File: config.mk
export PLATFORM = sky130hd
export DESIGN_NAME = utf8_to_wide_decoder
export DESIGN_NICKNAME = d
export VERILOG_FILES = /design/src/hdl/u8w_pkg.sv /design/src/hdl/utf8_to_wide_decoder.sv /design/src/hdl/u8w_front.sv /design/src/hdl/u8w_queue.sv /design/src/hdl/u8w_back.sv
export VERILOG_INCLUDE_DIRS = /design/src /design/src/hdl
export SDC_FILE = /design/constraint.sdc
export NUM_CORES = 1
export LEC_CHECK = 0
export ABC_AREA = 1
export BUFFER_PORTS_ARGS = -buffer_cell sky130_fd_sc_hd__buf_4
export CAP_MARGIN = 20
export CORE_MARGIN = 5
export CORE_UTILIZATION = 49
export CTS_CLUSTER_DIAMETER = 40
export DETAILED_ROUTE_END_ITERATION = 8
export GPL_TIMING_DRIVEN = 0
export PLACE_DENSITY = 0.83
export SYNTH_ARGS = -nofsm -noshare
export SYNTH_HDL_FRONTEND = slang
export SYNTH_SLANG_ARGS = --single-unit
export TNS_END_PERCENT = 50
File: constraint.sdc
create_clock -name i_clk -period 2.6 [get_ports i_clk]
set_input_delay 0.39 -clock i_clk [delete_from_list [all_inputs] [get_ports i_clk]]
set_output_delay 0.39 -clock i_clk [all_outputs]
set_load 0.03 [all_outputs]
File: src/hdl/assert_macros.svh
// assertion helpers shared by the rtl
`ifndef ASSERT_MACROS_SVH
`define ASSERT_MACROS_SVH

`ifndef SYNTHESIS

// clocked check, off while reset is held
`define U8W_ASSERT(lbl, clk, rst_n, prop) \
    lbl: assert property (@(posedge clk) disable iff (!rst_n) prop) \
        else $error("u8w check failed");

// clocked check, also active during reset
`define U8W_ASSERT_ALWAYS(lbl, clk, prop) \
    lbl: assert property (@(posedge clk) prop) \
        else $error("u8w check failed");

`else

`define U8W_ASSERT(lbl, clk, rst_n, prop)
`define U8W_ASSERT_ALWAYS(lbl, clk, prop)

`endif

`endif

File: src/hdl/u8w_pkg.sv
package u8w_pkg;

    localparam int CODE_W = 21;
    localparam int UNIT_W = 16;

    // register map, index is paddr[2]
    localparam logic REG_WIDE_MODE = 1'b0;
    localparam logic REG_REPL_CHAR = 1'b1;

    localparam logic [UNIT_W-1:0] REPL_RESET = 16'h003F;

    localparam logic [CODE_W-1:0] SURR_MASK  = 21'h1FF800;
    localparam logic [CODE_W-1:0] SURR_BASE  = 21'h00D800;
    localparam logic [CODE_W-1:0] PLANE1     = 21'h010000;

    // input beat
    typedef struct packed {
        logic [7:0] byte_in;
        logic       string_end;
    } t_in;

    // output beat
    typedef struct packed {
        logic [CODE_W-1:0] code_unit;
        logic              last_unit;
    } t_out;

    // how a finished code point is to be emitted
    typedef enum logic [1:0] {
        KIND_UNIT = 2'd0,
        KIND_REPL = 2'd1,
        KIND_PAIR = 2'd2
    } t_kind;

    // entry of the queue between front and back
    typedef struct packed {
        t_kind             kind;
        logic [CODE_W-1:0] cp;
    } t_evt;

    // queue status seen by front and back
    typedef struct packed {
        logic full;
        logic empty;
    } t_qstat;

endpackage

File: src/hdl/utf8_to_wide_decoder.sv
// UTF-8 byte stream to UTF-16 / UTF-32 code unit decoder. One byte is accepted per
// clock while the internal queue has room; the output register delivers one code unit
// per clock while the receiver is ready, so a code point that becomes a surrogate pair
// in 16-bit mode is sent as a high unit and then a low unit, and is the only case that
// slows the stream. An accepted byte that completes a code point is pushed by the front
// decode into the queue; the queue head is then loaded into the output register.
// The queue of QUEUE_DEPTH entries lets the byte side keep running while the unit
// side stalls. Registers: 0x0 wide_mode (bit 0), 0x4 replacement_char (bits 15:0),
// both readable; write them only while the block is idle.
`include "assert_macros.svh"

module utf8_to_wide_decoder #(
    parameter int QUEUE_DEPTH = 2
) (
    input  logic           i_clk,
    input  logic           i_rst_n,
    input  logic           i_in_valid,
    output logic           o_in_ready,
    input  u8w_pkg::t_in   i_in,
    output logic           o_out_valid,
    input  logic           i_out_ready,
    output u8w_pkg::t_out  o_out,
    input  logic           psel,
    input  logic           penable,
    input  logic           pwrite,
    input  logic [2:0]     paddr,
    input  logic [31:0]    pwdata,
    output logic [31:0]    prdata,
    output logic           pready
);
    import u8w_pkg::*;

    logic        r_wide_mode;
    logic [15:0] r_repl_char;
    logic        cfg_wr;
    logic        push;
    logic        pop;
    t_evt        evt_in;
    t_evt        evt_head;
    t_qstat      qstat;

    // register port
    assign pready = 1'b1;
    assign cfg_wr = psel && penable && pwrite;

    always_ff @(posedge i_clk) begin
        if (!i_rst_n) begin
            r_wide_mode <= 1'b0;
            r_repl_char <= REPL_RESET;
        end else if (cfg_wr) begin
            if (paddr[2] == REG_WIDE_MODE) begin
                r_wide_mode <= pwdata[0];
            end else begin
                r_repl_char <= pwdata[15:0];
            end
        end
    end

    always_comb begin
        if (paddr[2] == REG_REPL_CHAR) begin
            prdata = {16'd0, r_repl_char};
        end else begin
            prdata = {31'd0, r_wide_mode};
        end
    end

    // byte side
    u8w_front u_front (
        .i_clk       (i_clk),
        .i_rst_n     (i_rst_n),
        .i_wide_mode (r_wide_mode),
        .i_in_valid  (i_in_valid),
        .o_in_ready  (o_in_ready),
        .i_in        (i_in),
        .i_qstat     (qstat),
        .o_push      (push),
        .o_evt       (evt_in)
    );

    // decoupling queue
    u8w_queue #(
        .DEPTH (QUEUE_DEPTH)
    ) u_queue (
        .i_clk   (i_clk),
        .i_rst_n (i_rst_n),
        .i_push  (push),
        .i_evt   (evt_in),
        .i_pop   (pop),
        .o_evt   (evt_head),
        .o_qstat (qstat)
    );

    // unit side
    u8w_back u_back (
        .i_clk       (i_clk),
        .i_rst_n     (i_rst_n),
        .i_repl_char (r_repl_char),
        .i_evt       (evt_head),
        .i_qstat     (qstat),
        .o_pop       (pop),
        .o_out_valid (o_out_valid),
        .i_out_ready (i_out_ready),
        .o_out       (o_out)
    );

    // checks
    `U8W_ASSERT(a_no_push_full, i_clk, i_rst_n, push |-> !qstat.full)
    `U8W_ASSERT(a_no_pop_empty, i_clk, i_rst_n, pop |-> !qstat.empty)
    `U8W_ASSERT(a_pair_low_follows, i_clk, i_rst_n, (o_out_valid && i_out_ready && !o_out.last_unit) |=> (o_out_valid && o_out.last_unit))

endmodule

File: src/hdl/u8w_front.sv
module u8w_front (
    input  logic           i_clk,
    input  logic           i_rst_n,
    input  logic           i_wide_mode,
    input  logic           i_in_valid,
    output logic           o_in_ready,
    input  u8w_pkg::t_in   i_in,
    input  u8w_pkg::t_qstat i_qstat,
    output logic           o_push,
    output u8w_pkg::t_evt  o_evt
);
    import u8w_pkg::*;

    logic [CODE_W-1:0] r_pc, n_pc;
    logic [1:0]        r_rem, n_rem;
    logic              r_skip, n_skip;

    logic [7:0]        b;
    logic              is_cont;
    logic              take;
    logic              emit;
    logic [CODE_W-1:0] ecp;
    logic [CODE_W-1:0] cont_pc;
    logic              accept;

    // lead byte decode
    logic              l_emit;
    logic              l_skip;
    logic              l_start;
    logic [CODE_W-1:0] l_pc;
    logic [1:0]        l_rem;

    assign b          = i_in.byte_in;
    assign is_cont    = (b[7:6] == 2'b10);
    assign cont_pc    = {r_pc[CODE_W-7:0], b[5:0]};
    assign o_in_ready = !i_qstat.full;
    assign accept     = i_in_valid && o_in_ready;

    // classify a byte taken as a lead
    always_comb begin
        l_emit  = 1'b0;
        l_skip  = 1'b0;
        l_start = 1'b0;
        l_pc    = '0;
        l_rem   = 2'd0;
        if (b[7] == 1'b0) begin
            l_emit = 1'b1;
        end else if (b[6] == 1'b0) begin
            l_skip = 1'b1;
        end else if (b[5] == 1'b0) begin
            l_start = 1'b1;
            l_pc    = {{(CODE_W-5){1'b0}}, b[4:0]};
            l_rem   = 2'd1;
        end else if (b[4] == 1'b0) begin
            l_start = 1'b1;
            l_pc    = {{(CODE_W-4){1'b0}}, b[3:0]};
            l_rem   = 2'd2;
        end else if (b[3] == 1'b0) begin
            l_start = 1'b1;
            l_pc    = {{(CODE_W-3){1'b0}}, b[2:0]};
            l_rem   = 2'd3;
        end else begin
            l_skip = 1'b1;
        end
    end

    // sequence tracking
    always_comb begin
        n_pc   = r_pc;
        n_rem  = r_rem;
        n_skip = r_skip;
        take   = 1'b0;
        emit   = 1'b0;
        ecp    = '0;
        if (r_skip) begin
            if (!is_cont) begin
                n_skip = 1'b0;
                take   = 1'b1;
            end
        end else if (r_rem != 2'd0) begin
            if (is_cont) begin
                n_pc  = cont_pc;
                n_rem = r_rem - 2'd1;
                if (r_rem == 2'd1) begin
                    emit = 1'b1;
                    ecp  = cont_pc;
                    n_pc = '0;
                end
            end else begin
                // broken sequence, restart on this byte
                n_pc  = '0;
                n_rem = 2'd0;
                take  = 1'b1;
            end
        end else begin
            take = 1'b1;
        end

        if (take) begin
            if (l_emit) begin
                emit = 1'b1;
                ecp  = {{(CODE_W-8){1'b0}}, b};
            end
            if (l_skip) begin
                n_skip = 1'b1;
            end
            if (l_start) begin
                n_pc  = l_pc;
                n_rem = l_rem;
            end
        end

        // end of string drops any open sequence
        if (i_in.string_end) begin
            n_pc   = '0;
            n_rem  = 2'd0;
            n_skip = 1'b0;
        end
    end

    // emission kind of the finished code point
    always_comb begin
        o_evt.cp = ecp;
        if ((ecp & SURR_MASK) == SURR_BASE) begin
            o_evt.kind = KIND_REPL;
        end else if (ecp < PLANE1 || i_wide_mode) begin
            o_evt.kind = KIND_UNIT;
        end else begin
            o_evt.kind = KIND_PAIR;
        end
    end

    assign o_push = accept && emit;

    always_ff @(posedge i_clk) begin
        if (!i_rst_n) begin
            r_pc   <= '0;
            r_rem  <= 2'd0;
            r_skip <= 1'b0;
        end else if (accept) begin
            r_pc   <= n_pc;
            r_rem  <= n_rem;
            r_skip <= n_skip;
        end
    end

endmodule

File: src/hdl/u8w_queue.sv
module u8w_queue #(
    parameter int DEPTH = 2
) (
    input  logic            i_clk,
    input  logic            i_rst_n,
    input  logic            i_push,
    input  u8w_pkg::t_evt   i_evt,
    input  logic            i_pop,
    output u8w_pkg::t_evt   o_evt,
    output u8w_pkg::t_qstat o_qstat
);
    import u8w_pkg::*;

    localparam int AW = (DEPTH > 1) ? $clog2(DEPTH) : 1;
    localparam int CW = $clog2(DEPTH + 1);
    localparam logic [AW-1:0] LAST = AW'(DEPTH - 1);
    localparam logic [CW-1:0] FULL = CW'(DEPTH);

    t_evt          r_mem [DEPTH];
    logic [AW-1:0] r_wp, n_wp;
    logic [AW-1:0] r_rp, n_rp;
    logic [CW-1:0] r_cnt, n_cnt;

    assign o_qstat.full  = (r_cnt == FULL);
    assign o_qstat.empty = (r_cnt == '0);
    assign o_evt         = r_mem[r_rp];

    // pointer and fill count update
    always_comb begin
        n_wp  = r_wp;
        n_rp  = r_rp;
        n_cnt = r_cnt;
        if (i_push) begin
            n_wp = (r_wp == LAST) ? '0 : r_wp + AW'(1);
        end
        if (i_pop) begin
            n_rp = (r_rp == LAST) ? '0 : r_rp + AW'(1);
        end
        if (i_push && !i_pop) begin
            n_cnt = r_cnt + CW'(1);
        end else if (i_pop && !i_push) begin
            n_cnt = r_cnt - CW'(1);
        end
    end

    always_ff @(posedge i_clk) begin
        if (!i_rst_n) begin
            r_wp  <= '0;
            r_rp  <= '0;
            r_cnt <= '0;
        end else begin
            r_wp  <= n_wp;
            r_rp  <= n_rp;
            r_cnt <= n_cnt;
        end
    end

    // entry storage
    always_ff @(posedge i_clk) begin
        if (i_push) begin
            r_mem[r_wp] <= i_evt;
        end
    end

endmodule

File: src/hdl/u8w_back.sv
module u8w_back (
    input  logic            i_clk,
    input  logic            i_rst_n,
    input  logic [15:0]     i_repl_char,
    input  u8w_pkg::t_evt   i_evt,
    input  u8w_pkg::t_qstat i_qstat,
    output logic            o_pop,
    output logic            o_out_valid,
    input  logic            i_out_ready,
    output u8w_pkg::t_out   o_out
);
    import u8w_pkg::*;

    logic              r_valid;
    logic              r_second;
    t_out              r_out;
    logic              n_second;
    t_out              n_out;
    logic              load;
    logic              first_half;
    logic [CODE_W-1:0] v;
    logic [UNIT_W-1:0] hi_unit;
    logic [UNIT_W-1:0] lo_unit;

    assign load       = !r_valid || i_out_ready;
    assign first_half = (i_evt.kind == KIND_PAIR) && !r_second;
    assign o_pop      = load && !i_qstat.empty && !first_half;

    // surrogate pair halves
    assign v       = i_evt.cp - PLANE1;
    assign hi_unit = {5'b11011, v[20:10]};
    assign lo_unit = {6'b110111, v[9:0]};

    // next output beat
    always_comb begin
        n_second      = 1'b0;
        n_out.last_unit = 1'b1;
        case (i_evt.kind)
            KIND_REPL: n_out.code_unit = {{(CODE_W-UNIT_W){1'b0}}, i_repl_char};
            KIND_PAIR: begin
                if (r_second) begin
                    n_out.code_unit = {{(CODE_W-UNIT_W){1'b0}}, lo_unit};
                end else begin
                    n_out.code_unit = {{(CODE_W-UNIT_W){1'b0}}, hi_unit};
                    n_out.last_unit = 1'b0;
                    n_second        = 1'b1;
                end
            end
            default:   n_out.code_unit = i_evt.cp;
        endcase
    end

    always_ff @(posedge i_clk) begin
        if (!i_rst_n) begin
            r_valid  <= 1'b0;
            r_second <= 1'b0;
        end else if (load) begin
            r_valid <= !i_qstat.empty;
            if (!i_qstat.empty) begin
                r_second <= n_second;
            end
        end
    end

    // output register
    always_ff @(posedge i_clk) begin
        if (load && !i_qstat.empty) begin
            r_out <= n_out;
        end
    end

    assign o_out_valid = r_valid;
    assign o_out       = r_out;

endmodule
# Word level (Yosys, flattened, before mapping)
# Memories as Yosys holds them, arrays and structs flattened. A register that Yosys moved wholly into a read port is not among the register bits.
# Cells that the tools add are included.
[totals] ff_bits=69 latchBits=0 ramBits=46 rom_bits=0 in_bits=51 out_inout_bits=57 elab_cells=121 mem_count=1
[memory_table] name="u_queue.r_mem" words=2 word_bits=23 rd=1 rd_clocked_by_memory_dff=1 wr=1 line="u8w_queue.sv:19" rtl="t_evt r_mem [DEPTH];"
[op_classes] addsub=6 n_mul=0 div=0 order_cmp=1 n_eq_ne=6 n_shift=0 mux=69 bitwise=2 n_reduce_logical=24
[ops] operator="$mux 21" n=17
[ops] operator="$pmux 21 s2" n=1
[ops] operator="$mux 1" n=33
[ops] operator="$mux 2" n=15
[ops] operator="$lt 21x17->1 const B" n=1
[ops] operator="$sub 21x17->21 const B" n=1
[ops] operator="$mux 16" n=1
[ops] operator="$mux 11" n=1
[ops] operator="$eq 10x5->1 const B" n=1
[ops] operator="$logic_and 1x1->1" n=9
[ops] operator="$logic_not 1->1" n=7
[ops] operator="$eq 2x2->1 const B" n=3
[ops] operator="$reduce_and 2->1" n=3
[ops] operator="$eq 2x1->1 const B" n=2
[ops] operator="$reduce_bool 2->1" n=2
[ops] operator="$sub 2x1->2 const B" n=2
[ops] operator="$mux 3" n=1
[ops] operator="$add 1x1->1 const B" n=2
[ops] operator="$add 2x1->2 const B" n=1
[ops] operator="$logic_not 2->1" n=1
[ops] operator="$logic_or 1x1->1" n=2
[ops] operator="$not 1->1" n=2

# Depth between registers and ports, before layout
[logic_depth] depth_word=12 mapped_depth=14 depth_no_buf=14

# Hierarchy
# A second synthesis with hierarchy kept.
[unflattened] cells_unflattened=596 area_unflattened_um2=5362.6
[by_module_without_submodules] module="u8w_queue" n_inst=1 cells_each=106 area_per_inst_um2=1890.6 seq_area_each_um2=1481.4
[by_module_without_submodules] module="u8w_back" n_inst=1 cells_each=143 area_per_inst_um2=1248.7 seq_area_each_um2=700.7
[by_module_without_submodules] module="u8w_front" n_inst=1 cells_each=191 area_per_inst_um2=1222.4 seq_area_each_um2=360.3
[by_module_without_submodules] module="utf8_to_wide_decoder" n_inst=1 cells_each=156 area_per_inst_um2=1001.0 seq_area_each_um2=340.3

# Least setup slack after synthesis
# OpenSTA, ideal clock, no wires.
[synth_path] kind="register -> register" startpoint="register u_front.r_rem[0]" endpoint="memory u_queue.r_mem[1][0] in the netlist's numbering (enable)" setup_ps=403 arrival_ps=2164 t_required_ps=2197 path_slack_ps=33 stages_incl_launch_ff=10 n_path_buf=0 synth_period_minus_slack_ps=2567 path_cell_list="dfxtp_1 > inv_1 > ha_1 > inv_1 > nand2_1 > nor2_2 > nand2_2 > nand2_1 > nand2_1 > nor2_1"
[synth_between] elab_chain_len=10 elab_cells_between_ends=13 classes_between="1 x eq/ne; 10 x mux; 2 x reduce/logical"
[synth_rtl] item="start: declaration" line="u8w_front.sv:15" rtl="logic [1:0] r_rem, n_rem;"
[synth_rtl] item="start signal: assignment" line="u8w_front.sv:142" rtl="r_rem <= n_rem;"
[synth_rtl] item="$eq 2x1->1" line="u8w_front.sv:84" rtl="if (r_rem == 2'd1) begin"
[synth_rtl] item="$mux 1" line="u8w_front.sv:84"
[synth_rtl] item="$mux 1" line="u8w_front.sv:81" rtl="if (is_cont) begin"
[synth_rtl] item="$mux 1" line="u8w_front.sv:80" rtl="end else if (r_rem != 2'd0) begin"
[synth_rtl] item="$mux 1" line="u8w_front.sv:75" rtl="if (r_skip) begin"
[synth_rtl] item="$mux 1" line="u8w_front.sv:100" rtl="if (l_emit) begin"
[synth_rtl] item="$mux 1 *" line="u8w_front.sv:99" rtl="if (take) begin"
[synth_rtl] item="$logic_and 1x1->1 *" line="u8w_front.sv:133" rtl="assign o_push = accept && emit;"
[synth_rtl] item="$mux 1 *" line="u8w_queue.sv:60" rtl="if (i_push) begin"
[synth_rtl] item="$mux 1 (implied by the code) *" line="u8w_queue.sv:61" rtl="r_mem[r_wp] <= i_evt;"
[synth_rtl] item="end: declaration" line="u8w_queue.sv:19"
# Mark *: on every way between the ends. The rest lies on a longest branch, timed or not.

==> impl_metrics.py <==
metrics = {
    "worst_hold_path": {
        "hp-start": "pwdata[2]",
        "whs_endpoint": "r_repl_char[2]",
        "whs_path_depth": 3,
        "min_path_type": "in -> reg",
    },
    "power_and_ir_drop": {
        "swShare": 0.358,
        "seqPwrFrac": 0.449,
        "power.static_leakage_uw": 0.00269,
        "powerDensity_nw_per_um2": 848,
        "clkPwrFrac": 0.192,
        "vdd_drop_max_uv": 587,
        "p_sw_uw": 1850,
        "p_comb_frac": 0.360,
        "p_total_uw": 5180,
        "p_int_uw": 3330,
    },
    "finish": {
        "design_area_um2": 6100,
        "stdcell_count": 806,
        "drive_gt1_frac": 0.204,
        "syn_to_final_growth_pct": 19.8,
        "fin_util": 0.597,
        "nNetsFinal": 722,
        "n_fill_cell": 856,
        "diodes": 0,
    },
    "placed_design": {
        "place_area_um2": 5900,
        "hpwl_um": 8540,
        "post-place-ws_ns": -0.0476,
        "gp_congestion": 0.920,
        "dp_cells": 791,
        "io_buffers": 71,
    },
    "global_routing": {
        "grt_max_degree": 21,
        "grt_use_total": 0.179,
        "antenna_found_initial": 0,
        "grt_pass1_vias": 3782,
        "grt_pass1_wl_um": 18100,
        "overflow": 0,
    },
    "timing": {
        "finalHoldViolCount": 0,
        "post-route-period-util": 0.914,
        "slew_violations": 0,
        "rsz0062_at_grt": "no",
        "finClkSkew_ns": 0.0126,
        "relSlewSlack": 0.642,
        "finalSetupViolCount": 0,
        "fmax_mhz": 421,
        "min_period_ns": 2.38,
        "setup_ws_ns": 0.223,
        "worst_pin_slew_ns": 0.537,
    },
    "cts": {
        "hold_buffers": 0,
        "clock_latency_ns": 0.36,
        "cts_sinks": 110,
        "ctsResizeCount": 3,
        "postCtsSetupBuffers": 0,
        "cts_tree": "yes",
        "cts-root-buf": "clkbuf_8",
        "path_clk_slew_ns": 0.10,
        "cts_buffers": 9,
        "htreeDepth": 3,
        "cts_buffer_depth": 2,
    },
    "floorplanning": {
        "die_w_um": 112,
        "ios": 108,
        "start_util": 0.498,
        "core_region_area_um2": 10200,
        "die_area_um2": 12500,
        "rows": 37,
        "die_y_um": 112,
    },
    "detailed_routing": {
        "vias": 3931,
        "avgViaCountPerCell": 4.88,
        "wire_per_inst_um": 13.6,
        "drcViolationCount": 0,
        "dr.pass1.iters": 5,
        "ant_nets": 0,
        "dr.first_iter.drc_count": 260,
        "wl_um": 11000,
    },
    "setup_path": {
        "reg2reg_slack_ns": 0.22,
        "end_kind": "flip-flop",
        "reg2reg_depth": 13,
        "arrival_ns": 2.62,
        "regToRegEndpoint": "u_queue.r_cnt[1]",
        "crit_type": "reg -> reg",
        "cp.required_ns": 2.84,
        "worst-path-max-fanout": 10,
        "start_kind": "flip-flop",
    },
    "synth": {
        "synthArstFlopShare": 0,
        "yosys_warnings": 0,
        "synth_cells": 566,
        "avgSynthCellArea_um2": 9.00,
        "synth_area_leader_cell": "edfxtp_1",
        "synth_ff_type": "edfxtp_1",
        "ys_top_cells_by_count": "130 x nand2_1, 73 x inv_1, 73 x nor2_1, 68 x edfxtp_1, 44 x o21ai_0",
        "ys_types": 35,
        "synth.top_cell.area_share": 0.401,
        "syn_area_um2": 5090,
        "yosysMostFrequentCell": "nand2_1",
        "ys_seq_area_frac": 0.566,
        "synth_edf_count": 68,
        "ys_seq_elements": 110,
        "synth.area.top_cells": "edfxtp_1 40%, dfxtp_1 17%, nand2_1 9.6%, inv_1 5.4%, nor2_1 5.4%",
    },
    "flow_run": {
        "max_cap_viol_count": 0,
    },
    "status": {
        "outcome": "finished, final reports clean",
    },
}
==> state kept, by name, indices dropped and copies added (netlist names), named ones only <==
name	count
r_repl_char	16
r_wide_mode	1
u_back.o_out	22
u_back.o_out_valid	1
u_back.r_second	1
u_front.r_pc	15
u_front.r_rem	2
u_front.r_skip	1
u_queue.r_cnt	2
u_queue.r_mem	46
u_queue.r_rp	1
u_queue.r_wp	1
==> per-stage QoR <==
step / setup TNS, ns / hold WS [ns]
6_report: 0 / 0.235
5_1_grt: 0 / 0.220
4_1_cts: 0 / 0.229
3_5_place_dp: -0.197 / 0.464
3_3_place_gp: -25.55 / 0.449
2_1_floorplan: 0 / 0.439
==> layer usage <==
layer | vias to the layer above | part of all wire | global-route usage
met4 | 0 | 0.032 | 0.0721
met1 | 1767 | 0.42 | 0.223
met5 | - | 0 | 0
li1 | 1989 | - | -
met3 | 26 | 0.065 | 0.0418
met2 | 149 | 0.48 | 0.299
==> worst max-delay path: stages, from the launching register on <==
cell and delay [ns]:
dfxtp_1 0.31, buf_4 0.16, inv_4 0.07, or2_2 0.27
o21ai_1 0.12, ha_1 0.25, nand2_1 0.09, nand2_1 0.10
nand2_1 0.11, ha_1 0.34, a21oi_1 0.11, o21ai_0 0.11
o21ai_0 0.16, a21oi_1 0.06
==> placed cells by master, fill, tap and decap left out, types with 3 or more instances in the layout <==
cell	count
buf_4	90
inv_1	73
nand4_1	3
dfxtp_1	42
o21ai_0	42
nand2_1	129
nand2_2	5
ha_1	6
buf_2	5
clkbuf_8	10
a21oi_2	3
conb_1	17
nand3_1	16
or2_2	3
clkinv_1	3
nor2_1	70
edfxtp_1	68
mux2i_1	13
a22oi_1	5
buf_8	3
clkbuf_1	9
a21oi_1	23
nor2_2	3
nand2_4	3
==> layout make-up <==
class / count / area (µm²) / area share
tap: 136 / 170 / 0.0279
timing repair buffer: 74 / 578 / 0.0947
multi-input combinational: 359 / 1770 / 0.290
inverter: 76 / 288 / 0.0471
sequential: 110 / 2880 / 0.472
buffer: 35 / 225 / 0.0369
clock inverter: 5 / 50.0 / 0.00820
clock buffer: 11 / 141 / 0.0232
==> logic make-up after synthesis <==
| logic type | share of synthesized area |
|---|---|
| adders and majority gates | 0.0147 |
| muxes | 0.0255 |
| buffers and inverters | 0.101 |
| AOI/OAI and AO/OA | 0.0879 |
| xor gates and xnor gates | 0.00516 |
| and+or+nand+nor | 0.198 |
| DFF | 0.566 |
| other | 0.00147 |
==> power by group through the flow <==
stage               clock (µW)  combinational (µW)  sequential (µW)
floorplan                    0                 846             2740
global placement             0                1770             2370
detailed placement           0                1850             2370
CTS                       1010                1860             2330
global route              1100                2030             2360
finish                     992                1860             2320
==> worst max path at each step <==
stage	end	slack (ns)	start
3_3_place_gp	u_queue.r_mem[1][2]	-0.56	u_front.r_rem[0]
3_5_place_dp	u_back.o_out[1]	-0.05	flip-flop
2_1_floorplan	u_queue.r_mem[1][0]	0.03	u_front.r_rem[0]
4_1_cts	u_back.o_out[1]	0.08	flip-flop
5_1_grt	u_queue.r_cnt[1]	0.007	flip-flop
6_report	u_queue.r_cnt[1]	0.22	flip-flop
(Power assumes the default switching activity.)
